$ cat config.mk
export PLATFORM = sky130hd
export DESIGN_NAME = ttuv_rootdiv
export DESIGN_NICKNAME = d
export VERILOG_FILES = /design/src/rtl/ttuv_pkg.sv /design/src/rtl/ttuv_rootdiv.sv
export SDC_FILE = /design/constraint.sdc
export NUM_CORES = 1
export LEC_CHECK = 0
export ABC_CLOCK_PERIOD_IN_PS = 14860
export BUFFER_PORTS_ARGS = -buffer_cell sky130_fd_sc_hd__buf_2
export CAP_MARGIN = 20
export CORE_UTILIZATION = 60
export CTS_BUF_LIST = sky130_fd_sc_hd__clkbuf_4 sky130_fd_sc_hd__clkbuf_8
export CTS_CLUSTER_SIZE = 16
export DETAILED_ROUTE_END_ITERATION = 10
export PLACE_DENSITY = 0.79
export SYNTH_ARGS = -nofsm -noshare
export SYNTH_HDL_FRONTEND = slang
export SYNTH_SLANG_ARGS = --single-unit
$ cat constraint.sdc
create_clock -name clk -period 14.86 [get_ports clk]
set_input_delay 2.229 -clock clk [delete_from_list [all_inputs] [get_ports clk]]
set_output_delay 2.229 -clock clk [all_outputs]
set_load 0.05 [all_outputs]
$ cat src/rtl/ttuv_pkg.sv
// ----------------------------------------------------------------------------
// ttuv_pkg
// Shared types and widths for the per-triangle tangent block.
// ----------------------------------------------------------------------------
package ttuv_pkg;

    localparam int COORD_WIDTH       = 32;
    localparam int TANGENT_FRAC_BITS = 14;
    localparam int OUT_WIDTH         = 16;

    // edge and uv deltas, their products, and the tangent before normalizing
    localparam int DIFF_W = COORD_WIDTH + 1;
    localparam int PROD_W = 2 * DIFF_W;
    localparam int TW     = PROD_W + 1;

    // after normalizing, the largest component sits in [2^(C_BITS-1), 2^C_BITS)
    localparam int C_BITS     = 31;
    localparam int SUM_W      = 64;
    localparam int NUM_W      = 64;
    localparam int ROOT_W     = 32;
    localparam int SQRT_STEPS = ROOT_W;
    localparam int DIV_STEPS  = TANGENT_FRAC_BITS + 1;
    localparam int STEP_W     = 6;

    typedef enum logic [2:0] {
        ST_IDLE,
        ST_MUL,
        ST_SIGN,
        ST_NORM,
        ST_SQ,
        ST_ROOT,
        ST_DIV,
        ST_DONE
    } ttuv_state_t;

    typedef enum logic {
        OP_SQRT,
        OP_DIV
    } ttuv_op_t;

    typedef struct packed {
        logic     start;
        ttuv_op_t op;
    } ttuv_cmd_t;

    typedef struct packed {
        logic busy;
        logic done;
    } ttuv_stat_t;

endpackage

$ cat src/rtl/ttuv_rootdiv.sv
// ----------------------------------------------------------------------------
// ttuv_rootdiv
// Iterative unit: integer square root (two bits per step) or restoring
// divide (one quotient bit per step) on a shared set of registers.
// ----------------------------------------------------------------------------
module ttuv_rootdiv
    import ttuv_pkg::*;
(
    input  logic              clk,
    input  logic              rst_n,
    input  ttuv_cmd_t         cmd,
    input  logic [NUM_W-1:0]  num,
    input  logic [ROOT_W-1:0] den,
    output ttuv_stat_t        stat,
    output logic [ROOT_W-1:0] result
);

    logic              busy_reg;
    logic              done_reg;
    ttuv_op_t          op_reg;
    logic [STEP_W-1:0] step_reg;
    logic [NUM_W-1:0]  acc_reg;
    logic [NUM_W-1:0]  res_reg;
    logic [NUM_W-1:0]  bit_reg;
    logic [ROOT_W-1:0] den_reg;

    logic [NUM_W-1:0]  trial;
    logic              sq_ge;
    logic [ROOT_W:0]   shifted;
    logic              dv_ge;

    assign trial   = res_reg + bit_reg;
    assign sq_ge   = (acc_reg >= trial);
    assign shifted = {acc_reg[ROOT_W-1:0], bit_reg[DIV_STEPS-1]};
    assign dv_ge   = (shifted >= {1'b0, den_reg});

    always_ff @(posedge clk or negedge rst_n)
    begin
        if (!rst_n)
        begin
            busy_reg <= 1'b0;
            done_reg <= 1'b0;
            step_reg <= '0;
        end
        else
        begin
            done_reg <= 1'b0;
            if (cmd.start)
            begin
                busy_reg <= 1'b1;
                step_reg <= (cmd.op == OP_SQRT) ? STEP_W'(SQRT_STEPS - 1)
                                                : STEP_W'(DIV_STEPS - 1);
            end
            else if (busy_reg)
            begin
                step_reg <= step_reg - 1'b1;
                if (step_reg == '0)
                begin
                    busy_reg <= 1'b0;
                    done_reg <= 1'b1;
                end
            end
        end
    end

    always_ff @(posedge clk)
    begin
        if (cmd.start)
        begin
            op_reg  <= cmd.op;
            den_reg <= den;
            res_reg <= '0;
            if (cmd.op == OP_SQRT)
            begin
                acc_reg <= num;
                bit_reg <= NUM_W'(1) << (NUM_W - 2);
            end
            else
            begin
                // upper part is below den since the quotient fits DIV_STEPS bits
                acc_reg <= num >> DIV_STEPS;
                bit_reg <= num;
            end
        end
        else if (busy_reg)
        begin
            if (op_reg == OP_SQRT)
            begin
                if (sq_ge)
                begin
                    acc_reg <= acc_reg - trial;
                    res_reg <= (res_reg >> 1) + bit_reg;
                end
                else
                begin
                    res_reg <= res_reg >> 1;
                end
                bit_reg <= bit_reg >> 2;
            end
            else
            begin
                acc_reg <= dv_ge ? NUM_W'(shifted - {1'b0, den_reg}) : NUM_W'(shifted);
                bit_reg <= bit_reg << 1;
                res_reg <= {res_reg[NUM_W-2:0], dv_ge};
            end
        end
    end

    assign stat.busy = busy_reg;
    assign stat.done = done_reg;
    assign result    = res_reg[ROOT_W-1:0];

endmodule

==> qor.csv <==
stage,metric,value,unit
power,power_density,208,nW/um^2
sta,clock.fmax,128,MHz
routing,ant_nets,0,
worst_hold_path,hp-class,register to register,
routing,drt_iter0_drc,2524,
finish,final_util,65.1,%
critical_path,critPathLaunchType,register,
clock_network,clk_latency,0.66,ns
global_routing,first_global_vias,22205,
synth,syn_inst,2985,
synth,synthesis.area,24300,sq um
global_routing,grt_pass1_wl,127000,microns
run,maxCapViolations,0,
sta,fin_crit_sh,52.5,%
critical_path,max_stage_delay,0.65,ns
clock_network,clk_pin_slew,0.06,ns
synth,synth_compound_area_share,28.5,%
placed_design,io_buffers,133,
synth,yosysSeqAreaShare,26.0,%
clock_network,cts_tree,built,
routing,via_per_inst,6.64,
routing,vias,23532,
routing,highest_layer,met4,
routing,drt-pass1-iter-count,8,
finish,drive_gt1_share,9.75,%
power,fin_total_pwr,5390,uW
sta,skew,0.0323,ns
finish,fin_nets,3305,
sta,final.setup.tns,0,ns
critical_path,worstPathMaxFanout,64,
synth,synth-edff-count,161,
clock_network,cts-resized-gates,0,
run_status,status,"finished, final reports clean",
synth,yosys.area_share.adder,11.9,%
critical_path,arrival,8.29,ns
die,start_util,61.0,%
synth,syn_area_per_cell,8.13,sq um
routing,wl,81700,microns
routing,wl_met2,36700,microns
synth,syn-num-nets,3313,
die,io_pins,134,
critical_path,worst_ep_required_time,15.36,ns
global_routing,antenna_found_initial,1,
routing,wl_per_cell,23.1,microns
placed_design,hpwl,61800,microns
die,core,39800,sq um
finish,multiInputGateArea,16700,sq um
synth,synth_top_area_share,19.9,%
clock_network,h-tree-depth,2,
finish,n_fill_cell,3482,
global_routing,grt_max_degree,160,
sta,grt_setup_unrepaired,false,
synth,muxShareOfSynthArea,5.61,%
sta,finalHoldViolations,0,
synth,synth_top_family_by_area,compound AO/OA/AOI/OAI gates,
clock_network,hold_buffers,0,
routing,drt-met1-wl,33800,microns
synth,post-synth-top-area-cell,edfxtp_1,
sta,whs,0.525,ns
sta,min_period,7.80,ns
synth,yosys_warnings,0,
clock_network,cts_buffer_depth,3,
clock_network,cts.sinks,233,
die,die_h,203,microns
synth,ys_seq_elements,233,
finish,ff_latch_area,6320,sq um
sta,relSlewSlack,22.5,%
die,die_w,203,microns
die,rows,73,
synth,synth_area_leaders,"edfxtp_1 (20%), ha_1 (12%), o21ai_0 (6.1%)",
clock_network,numCtsBuffers,47,
global_routing,overflow,0,
global_routing,grt_usage,39.2,%
synth,yosys.area_share.simple,15.2,%
sta,setup_viol,0,
placed_design,routabilityCongestion,1.01,
power,vdd_drop_max,0.117,mV
routing,drc_errors,0,
critical_path,crit_type,register to register,
synth,synth_xor_area_share,7.47,%
routing,dr_wl_met3,7440,microns
die,dieArea,41300,sq um
sta,worst_pin_slew,1.16,ns
synth,synth_cell_type_count,89,
sta,slew_violations,0,
synth,synthFlopType,edfxtp_1,
power,power_leakage,0.0112,uW
clock_network,postCtsSetupRepairBufs,0,
clock_network,cts_root_buf,clkbuf_8,
critical_path,endpoint_kind,register,
synth,synth_async_sr_flop_share,3.43,%
critical_path,slowest_stage,o311a_4,
finish,area_growth,6.71,%
cell usage in the layout (no fill, tap or decap), drive strengths merged, types with 50 or more instances in the layout:
cell type / instances
nand4: 59
xnor2: 123
nand2: 257
a21oi: 292
inv: 106
edfxtp: 161
xor2: 84
o21bai: 50
nand3: 88
nor2: 194
buf: 146
o21ai: 316
ha: 224
dfxtp: 64
a211oi: 80
a21o: 125
clkbuf: 66
mux2i: 108
cell families (layout without fill, tap and decap cells):
| family | Yosys count | in the layout |
|---|---|---|
| and+or+nand+nor | 785 | 785 |
| DFF | 233 | 233 |
| xor gates and xnor gates | 207 | 207 |
| AOI/OAI and AO/OA | 1089 | 1089 |
| adders and majority gates | 228 | 228 |
| muxes | 133 | 133 |
| buffers and inverters | 310 | 340 |
| other | 0 | 2 |
worst max-delay path: cells and delay by family (launching register included):
family / cells / cell delay, ns
XOR/XNOR: 1 / 0.18
buffers and inverters: 1 / 0.64
AO/OA/AOI/OAI: 20 / 4.85
AND/OR/NAND/NOR: 1 / 0.13
flip-flops: 1 / 0.42
multiplexers: 1 / 0.40
adder cells (fa/ha/maj): 3 / 0.89
path summary, 6_finish.rpt:
path                             from           to  slack, ns  cells past startpoint
hold / removal             res_reg[0]   res_reg[0]       0.52                      2
max in group asynchronous       rst_n  step_reg[2]      13.30                      1
min in group asynchronous       rst_n     busy_reg       1.40                      1
setup reg to reg           bit_reg[0]   res_reg[0]       7.06                     27
hold reg to reg            res_reg[0]   res_reg[0]       0.52                      2
setup / recovery           bit_reg[0]   res_reg[0]       7.06                     27
per-layer routing:
metal / track usage [%] / up-vias
met5: 0 / -
met2: 63.4 / 1128
met4: 17.1 / 0
li1: - / 11099
met1: 50.7 / 11094
met3: 7.97 / 211
where the power goes:
part           switching, uW  leakage, uW  internal [uW]
clock network            333     0.000528            410
registers                198      0.00236            906
logic                   2170      0.00827           1380
total                   2700       0.0112           2690
synthesized netlist by cell type (6+ instances only):
master	count
a221o_1	28
o22ai_1	6
nor2b_1	29
edfxtp_1	161
a21oi_1	288
nand4_1	59
o21bai_1	50
nor3_1	38
buf_1	17
nor2_1	194
a311oi_1	6
buf_4	34
a221oi_1	10
nand3b_1	8
nand2_1	257
o21ai_1	20
a2111oi_0	7
a211o_1	7
a31oi_1	33
and2_1	16
ha_1	224
mux2_2	25
and3_1	23
clkbuf_1	146
buf_2	7
xor2_1	84
a211oi_1	79
o211ai_1	18
dfxtp_1	64
o21ai_0	294
dfrtp_1	8
nor3b_1	11
o31ai_1	10
xnor2_1	123
o21a_1	24
or3_1	6
nor4_1	8
inv_1	106
mux2i_1	108
a21o_1	125
nand3_1	88
nand2b_1	23
or2_2	7
a21boi_0	11
a31o_2	6
through the flow:
stage	instances	instance area (sq um)	setup slack (ns)
2_1_floorplan	2985	24300	6.05
3_5_place_dp	3452	24900	7.25
3_3_place_gp	3452	24900	7.41
6_report	3542	25900	7.06
5_1_grt	3541	25900	6.68
4_1_cts	3539	25900	7.21
area by class of cell:
type / instances / share of cell area (%)
Tap cell: 525 / 2.54
Multi-Input combinational cell: 2442 / 64.6
Sequential cell: 233 / 24.4
Antenna cell: 2 / 0.0193
Inverter: 106 / 1.54
Clock buffer: 65 / 3.16
Clock inverter: 22 / 0.729
Timing Repair Buffer: 147 / 3.07
No activity file was read; power rests on OpenSTA's default activity.
